### config.mk
export PLATFORM = sky130hd
export DESIGN_NAME = masked_layer_condition_table
export DESIGN_NICKNAME = d
export VERILOG_FILES = /design/src/rtl/mlct_pkg.sv /design/src/rtl/mlct_ram.sv /design/src/rtl/masked_layer_condition_table.sv
export VERILOG_INCLUDE_DIRS = /design/src /design/src/rtl
export SDC_FILE = /design/constraint.sdc
export NUM_CORES = 1
export LEC_CHECK = 0
export BUFFER_PORTS_ARGS = -buffer_cell sky130_fd_sc_hd__buf_2
export CORE_MARGIN = 2
export CORE_UTILIZATION = 60
export CTS_CLUSTER_SIZE = 10
export DETAILED_ROUTE_END_ITERATION = 12
export GPL_ROUTABILITY_DRIVEN = 0
export PLACE_DENSITY = 0.78
export SLEW_MARGIN = 40
export SYNTH_ARGS = -nofsm -noshare
export SYNTH_HDL_FRONTEND = slang
export SYNTH_SLANG_ARGS = --single-unit
### constraint.sdc
create_clock -name clk -period 8.9 [get_ports clk]
set_input_delay 0 -clock clk [delete_from_list [all_inputs] [get_ports clk]]
set_output_delay 0 -clock clk [all_outputs]
set_load 0.03 [all_outputs]
### src/rtl/masked_layer_condition_table_assert.svh
// Assertion macros for the masked layer condition table.
`ifndef MASKED_LAYER_CONDITION_TABLE_ASSERT_SVH
`define MASKED_LAYER_CONDITION_TABLE_ASSERT_SVH

// Checked on every clock edge outside reset.
`define MLCT_ASSERT(label, prop, msg) \
  label: assert property (@(posedge clk) disable iff (rst) (prop)) else $error(msg);

// Checked on every clock edge, reset included.
`define MLCT_ASSERT_ALWAYS(label, prop, msg) \
  label: assert property (@(posedge clk) (prop)) else $error(msg);

`endif

### src/rtl/mlct_pkg.sv
// Shared types, constants and helpers for the masked layer condition table.
package mlct_pkg;

  localparam int STATE_W     = 32;
  localparam int LAYER_W     = 5;
  localparam int SLOT_W      = 3;
  localparam int LAYER_COUNT = 32;

  typedef enum logic [1:0] {
    KIND_UPDATE = 2'd0,
    KIND_ADD    = 2'd1,
    KIND_REMOVE = 2'd2,
    KIND_NONE   = 2'd3
  } kind_t;

  typedef struct packed {
    logic [STATE_W-1:0] mask;
    logic [LAYER_W-1:0] layer;
    logic               active;
  } entry_t;

  // Bit of a layer number; layers past the layer count have no bit.
  function automatic logic [STATE_W-1:0] layer_flag(input logic [LAYER_W-1:0] layer);
    logic [STATE_W-1:0] b;
    b = '0;
    if (32'(layer) < 32'(LAYER_COUNT)) begin
      b = {{(STATE_W-1){1'b0}}, 1'b1} << layer;
    end
    return b;
  endfunction

endpackage

### src/rtl/mlct_ram.sv
// Generic simple dual-port RAM with one write port and a registered read port.
module mlct_ram #(
  parameter int WIDTH = 8,
  parameter int DEPTH = 8,
  localparam int AW   = (DEPTH > 1) ? $clog2(DEPTH) : 1
) (
  input  logic             clk,
  input  logic             we,
  input  logic [AW-1:0]    waddr,
  input  logic [WIDTH-1:0] wdata,
  input  logic [AW-1:0]    raddr,
  output logic [WIDTH-1:0] rdata
);

  logic [WIDTH-1:0] mem [DEPTH];

  always_ff @(posedge clk) begin
    if (we) begin
      mem[waddr] <= wdata;
    end
    rdata <= mem[raddr];
  end

endmodule

### src/rtl/masked_layer_condition_table.sv
// Top level of the masked layer condition table: sequencer around the rule RAM.
//
// Usage: one input word carries kind, layer_state, rule_mask and rule_layer on
// the in channel (in_valid / in_stall); one result word comes back on the out
// channel (out_valid / out_stall) with result_state, slot and added.
// Items are handled one at a time. Add and remove walk the rule RAM once and
// update walks it twice, one entry a cycle, with the read of the next entry
// overlapping the examination and write-back of the previous one; update then
// writes the winner back in a last step, and an unused kind skips the walk.
// The walk of the RAM sets the pace; in_stall is high while a word is in work
// and drops as the result loads, so a new word is taken only once the last
// one is through.
// A finished result sits in the output register, so the next word is taken
// while the receiver holds out_stall; a new result waits in the last step
// until the output register frees up.
// Reset (rst, synchronous) clears the sequencer and the per-entry valid bits,
// so every slot reads as empty, inactive and zero right away; no clearing
// pass over the RAM is needed.
`include "masked_layer_condition_table_assert.svh"

module masked_layer_condition_table #(
  parameter int ENTRY_COUNT = 8
) (
  input  logic        clk,
  input  logic        rst,
  input  logic        in_valid,
  output logic        in_stall,
  input  logic [1:0]  kind,
  input  logic [31:0] layer_state,
  input  logic [31:0] rule_mask,
  input  logic [4:0]  rule_layer,
  output logic        out_valid,
  input  logic        out_stall,
  output logic [31:0] result_state,
  output logic [2:0]  slot,
  output logic        added
);

  localparam int IDX_W = (ENTRY_COUNT > 1) ? $clog2(ENTRY_COUNT) : 1;
  localparam int CNT_W = $clog2(ENTRY_COUNT + 1);
  localparam int ENT_W = $bits(mlct_pkg::entry_t);

  typedef enum logic [1:0] {
    ST_IDLE,
    ST_SCAN,
    ST_FIN,
    ST_DONE
  } state_t;

  state_t                          state;
  mlct_pkg::kind_t                 op;
  logic                            pass2;
  logic [CNT_W-1:0]                cnt;
  logic                            ex_vld;
  logic [IDX_W-1:0]                ex_idx;
  logic                            ent_vld;
  logic [mlct_pkg::STATE_W-1:0]    st;
  logic [mlct_pkg::STATE_W-1:0]    req_mask;
  logic [mlct_pkg::LAYER_W-1:0]    req_layer;
  logic [mlct_pkg::STATE_W-1:0]    best_mask;
  logic [mlct_pkg::LAYER_W-1:0]    best_layer;
  logic [IDX_W-1:0]                best_idx;
  logic                            found;
  logic [IDX_W-1:0]                found_idx;
  logic [ENTRY_COUNT-1:0]          vbits;

  logic                            issue;
  logic                            last;
  logic [IDX_W-1:0]                rd_addr;
  logic [ENT_W-1:0]                rdata;
  mlct_pkg::entry_t                ent;
  logic                            contained;
  logic                            wr_en;
  logic [IDX_W-1:0]                wr_addr;
  mlct_pkg::entry_t                wr_ent;
  logic [mlct_pkg::STATE_W-1:0]    st_next;
  logic                            take_best;
  logic                            take_slot;

  mlct_ram #(
    .WIDTH (ENT_W),
    .DEPTH (ENTRY_COUNT)
  ) u_rules (
    .clk   (clk),
    .we    (wr_en),
    .waddr (wr_addr),
    .wdata (wr_ent),
    .raddr (rd_addr),
    .rdata (rdata)
  );

  assign in_stall = (state != ST_IDLE);
  assign issue    = (state == ST_SCAN) && (cnt < CNT_W'(ENTRY_COUNT));
  assign rd_addr  = cnt[IDX_W-1:0];
  assign last     = ex_vld && (ex_idx == IDX_W'(ENTRY_COUNT - 1));

  // An entry that was never written since reset reads as all zero.
  assign ent       = ent_vld ? mlct_pkg::entry_t'(rdata) : '0;
  assign contained = ((ent.mask & st) == ent.mask);

  // Examine the entry read last cycle and decide the write-back.
  always_comb begin
    wr_en     = 1'b0;
    wr_addr   = ex_idx;
    wr_ent    = ent;
    st_next   = st;
    take_best = 1'b0;
    take_slot = 1'b0;
    if (state == ST_SCAN && ex_vld) begin
      unique case (op)
        mlct_pkg::KIND_UPDATE: begin
          if (!pass2) begin
            // Drop a rule whose mask is no longer fully set.
            if (ent.active && !contained) begin
              wr_en      = 1'b1;
              wr_ent.active = 1'b0;
              st_next    = st & ~mlct_pkg::layer_flag(ent.layer);
            end
          end else if (ent.mask != '0 && contained && ent.mask > best_mask) begin
            take_best = 1'b1;
          end
        end
        mlct_pkg::KIND_ADD: begin
          if (!found && ent.mask == '0) begin
            wr_en        = 1'b1;
            wr_ent.mask  = req_mask;
            wr_ent.layer = req_layer;
            take_slot    = 1'b1;
          end
        end
        mlct_pkg::KIND_REMOVE: begin
          if (ent.mask == req_mask && ent.layer == req_layer) begin
            wr_en  = 1'b1;
            wr_ent = '0;
          end
        end
        default: begin
        end
      endcase
    end else if (state == ST_FIN && best_mask != '0) begin
      // Mark the winner active and switch its layer on.
      wr_en         = 1'b1;
      wr_addr       = best_idx;
      wr_ent.mask   = best_mask;
      wr_ent.layer  = best_layer;
      wr_ent.active = 1'b1;
      st_next       = st | mlct_pkg::layer_flag(best_layer);
    end
  end

  // Valid bits: a slot counts as written once the RAM has taken a word for it.
  always_ff @(posedge clk) begin
    if (rst) begin
      vbits <= '0;
    end else if (wr_en) begin
      vbits[wr_addr] <= 1'b1;
    end
  end

  always_ff @(posedge clk) begin
    if (rst) begin
      state     <= ST_IDLE;
      out_valid <= 1'b0;
      ex_vld    <= 1'b0;
      cnt       <= '0;
      pass2     <= 1'b0;
      found     <= 1'b0;
      op        <= mlct_pkg::KIND_NONE;
    end else begin
      ent_vld <= vbits[rd_addr];
      ex_vld  <= issue;
      ex_idx  <= rd_addr;
      if (issue) begin
        cnt <= cnt + CNT_W'(1);
      end
      if (take_best) begin
        best_mask  <= ent.mask;
        best_layer <= ent.layer;
        best_idx   <= ex_idx;
      end
      if (take_slot) begin
        found     <= 1'b1;
        found_idx <= ex_idx;
      end
      // Release the output register once the receiver takes the word, unless
      // the next result loads in the same cycle.
      if (out_valid && !out_stall && state != ST_DONE) begin
        out_valid <= 1'b0;
      end
      unique case (state)
        ST_IDLE: begin
          if (in_valid) begin
            op        <= mlct_pkg::kind_t'(kind);
            st        <= layer_state;
            req_mask  <= rule_mask;
            req_layer <= rule_layer;
            cnt       <= '0;
            pass2     <= 1'b0;
            found     <= 1'b0;
            best_mask <= '0;
            state     <= (mlct_pkg::kind_t'(kind) == mlct_pkg::KIND_NONE) ? ST_DONE : ST_SCAN;
          end
        end
        ST_SCAN: begin
          st <= st_next;
          if (last) begin
            if (op == mlct_pkg::KIND_UPDATE && !pass2) begin
              pass2 <= 1'b1;
              cnt   <= '0;
            end else if (op == mlct_pkg::KIND_UPDATE) begin
              state <= ST_FIN;
            end else begin
              state <= ST_DONE;
            end
          end
        end
        ST_FIN: begin
          st    <= st_next;
          state <= ST_DONE;
        end
        ST_DONE: begin
          if (!out_valid || !out_stall) begin
            out_valid    <= 1'b1;
            result_state <= (op == mlct_pkg::KIND_UPDATE) ? st : '0;
            slot         <= (op == mlct_pkg::KIND_ADD && found) ?
                            mlct_pkg::SLOT_W'(found_idx) : '0;
            added        <= (op == mlct_pkg::KIND_ADD) && found;
            state        <= ST_IDLE;
          end
        end
        default: begin
          state <= ST_IDLE;
        end
      endcase
    end
  end

  // The examined entry always trails the read pointer by one.
  `MLCT_ASSERT(a_scan_lag, ex_vld |-> (CNT_W'(ex_idx) + CNT_W'(1)) == cnt, "scan pipeline out of step")
  // A result without a slot reports slot zero.
  `MLCT_ASSERT(a_slot_zero, (out_valid && !added) |-> slot == '0, "slot set without an add")
  // Reset leaves the sequencer idle with no result pending.
  `MLCT_ASSERT_ALWAYS(a_reset_idle, $past(rst) |-> (state == ST_IDLE && !out_valid), "not idle after reset")

endmodule
==> results.tsv <==
metric	value	unit
fin_crit_sh	53.2	%
fillers	2337	
synth_fp_nets	1658	
nets	1861	
crit_required	9.15	ns
numCtsBuffers	58	
hold_viol	0	
die_x	198	um
period_minus_slack	4.73	ns
cts_buffer_depth	3	
power.density	278	mW/mm2
rsz0062_at_grt	no	
viasPerCell	6.52	
max_freq	0.211	GHz
clk_latency	0.62	ns
async_flop_share	0	%
ys_seq_elements	514	
yosys_warnings	0	
synth_top_family_by_area	multiplexers	
finalClockSkew	0.0351	ns
worst_r2r_path_depth	11	
vias	15000	
synth_top_area_share	60.6	%
ys.flop_type	edfxtp_1	
combPwrFrac	23.4	%
cap_violations	0	
power_frac_seq	47.2	%
arrival	4.99	ns
synth-simple-area-share	7.57	%
finalNonFillerCells	2303	
swShare	30.8	%
utilization	70.2	%
dpl.hpwl	37000	um
drv_slew	0	
ios	113	
syn_area_per_cell	14.7	um2
first_pass_iters	7	
core_area	0.0374	mm2
fp.dieArea	0.0392	mm2
peakVddDrop	0.000157	V
hold_path_class	primary input to register	
finalSetupTns	0	ns
finalSetupViolCount	0	
synthToLayoutAreaGrowth	16.2	%
antenna_found_initial	1	
drtAntennaViolNets	0	
cts_max_level	2	
reg2reg_from	ent_vld	
clock-sinks	514	
synth_seq_area_share	65.7	%
synth.distinct_cells	67	
synth-edff-count	456	
grt_pass1_vias	15000	
clkPwrFrac	29.4	%
worst_pin_slew	0.897	ns
synth-compound-area-share	7.70	%
critPathKind	register to register	
drt_iter0_markers	2458	
numPortBuffers	112	
initial_core_util	60.4	%
switching_power	0.00225	W
max-slew-margin-rel	39.7	%
r2r_setup_slack	4.17	ns
rows	71	
hp-start	rule_mask[7]	
cts_setup_buffers	0	
die_h	198	um
cts_tree	built	
internal_power	0.00505	W
wl	60100	um
dp.cells	2116	
outcome	complete, no violations	
detail_route.wl_per_cell	26.1	um
grt_max_degree	71	
worstHoldPathCells	2	
cp-start-kind	register	
drive_gt1_share	21.8	%
synth-xor-area-share	0.659	%
track_usage	31.3	%
syn_inst	1542	
worst_setup_path_end_kind	register	
synth_fa_ha_area_share	2.27	%
clk_pin_slew	0.06	ns
post-synth-top-area-cell	edfxtp_1	
p_leak	9.25	nW
cts_root_buf	clkbuf_16	
grt-ovfl-total	0	
muxShareOfSynthArea	12.9	%
grt_pass1_wl	89600	um
worstPathMaxFanout	57	
hold_ws	0.0953	ns
synth_area	0.0226	mm2
drc	0	
synth_area_leaders	edfxtp_1, mux4_2, dfxtp_1, mux2_2, ha_1	
startpoint	ent_vld	
[final cells by class]
type                       count  area (um2)  share of cell area, %
multi-input combinational    851        7120                   27.1
antenna                        1        2.50                0.00953
inverter                     103         387                   1.47
timing repair buffer         217        1590                   6.04
sequential                   514       14900                   56.6
clock inverter                 3        22.5                 0.0857
tap                          511         639                   2.43
clock buffer                 103        1650                   6.29
[power by group through the flow]
stage	Combinational [W]	Sequential [W]	Clock, W
2_1_floorplan	0.00118	0.00332	0
3_3_place_gp	0.00151	0.00348	0
3_5_place_dp	0.00159	0.00349	0
4_1_cts	0.00163	0.00344	0.00216
5_1_grt	0.00184	0.00345	0.00226
6_report	0.00171	0.00344	0.00214
[cell usage after synthesis (14+ instances only)]
cell and instances:
nand3_1 22, mux2_2 72, mux2i_1 34, dfxtp_1 58, inv_1 101, edfxtp_1 456
mux4_2 78, nor3_1 19, a22oi_1 42, and2_1 37, a21oi_1 84, nor2_1 46
ha_1 41, clkbuf_1 46, o21ai_0 50, nand4_1 14, nand2_1 132, nor4_1 22
[critical path, stage by stage (launching register included)]
cell      delay (ns)
edfxtp_1        0.79
buf_4           0.63
nand2_1         0.19
inv_1           0.13
ha_1            0.16
nand4_1         0.14
nor4_1          0.49
o21a_1          0.20
o31ai_1         0.10
a21oi_4         0.58
buf_4           0.47
and2_1          0.46
[metrics by stage]
step           area (um2)  worst slack [ns]  power (W)
3_5_place_dp        23800              4.35    0.00508
5_1_grt             26300              3.96    0.00754
6_report            26300              4.17    0.00730
2_1_floorplan       22600              1.55    0.00450
4_1_cts             26200              4.29    0.00723
3_3_place_gp        23700              4.34    0.00499
[path summary, 6_finish.rpt]
check                   to
max          best_layer[0]
min            req_mask[7]
max reg2reg  best_layer[0]
min reg2reg       vbits[1]
[repair_timing]
| item | 4_1_cts | 5_1_grt |
|---|---|---|
| endpoints found under the hold margin | 84 | 0 |
| hold buffers | 77 | 0 |
| resized for setup | 0 | 0 |
[placed cells by master (no fill, tap or decap), types with 7 or more instances in the layout]
cell type,n
xnor2_1,11
nor2_1,43
nor3_1,10
a22oi_1,42
dfxtp_1,55
mux2_2,72
clkbuf_16,59
a21oi_1,84
buf_2,113
ha_1,40
nand4_1,14
nand2_1,131
nand2b_1,12
o21ai_0,35
nor2b_1,9
inv_1,100
nor4_1,22
mux4_2,78
mux2i_1,33
and3_1,7
o22ai_1,13
clkbuf_1,43
dlygate4sd3_1,77
nor3_2,9
buf_4,21
and2_1,37
nand3_1,22
edfxtp_1,456
o21ai_1,19
[logic make-up after synthesis]
logic type / after synthesis
xor+xnor: 17
simple gates: 344
fa+ha+maj: 41
mux: 184
buf+inv: 177
compound gates: 265
flops: 514
[registers in the layout (all words and copies together), names as in the netlist, 2 cells and up]
name           cells
u_rules.mem      304
cnt                4
best_layer         5
state              2
slot               3
best_mask         32
ex_idx             3
req_layer          5
found_idx          3
result_state      32
op                 2
u_rules.rdata     38
best_idx           3
vbits              8
st                32
req_mask          32
[metal layers]
layer	vias to the layer above	track usage [%]	routed length, um
met2	1062	48.5	27400
met3	273	6.25	6880
met5	-	0	0
li1	6370	-	-
met1	7305	41.2	21900
met4	0	19.0	3890
No activity file was read; power rests on OpenSTA's default activity.
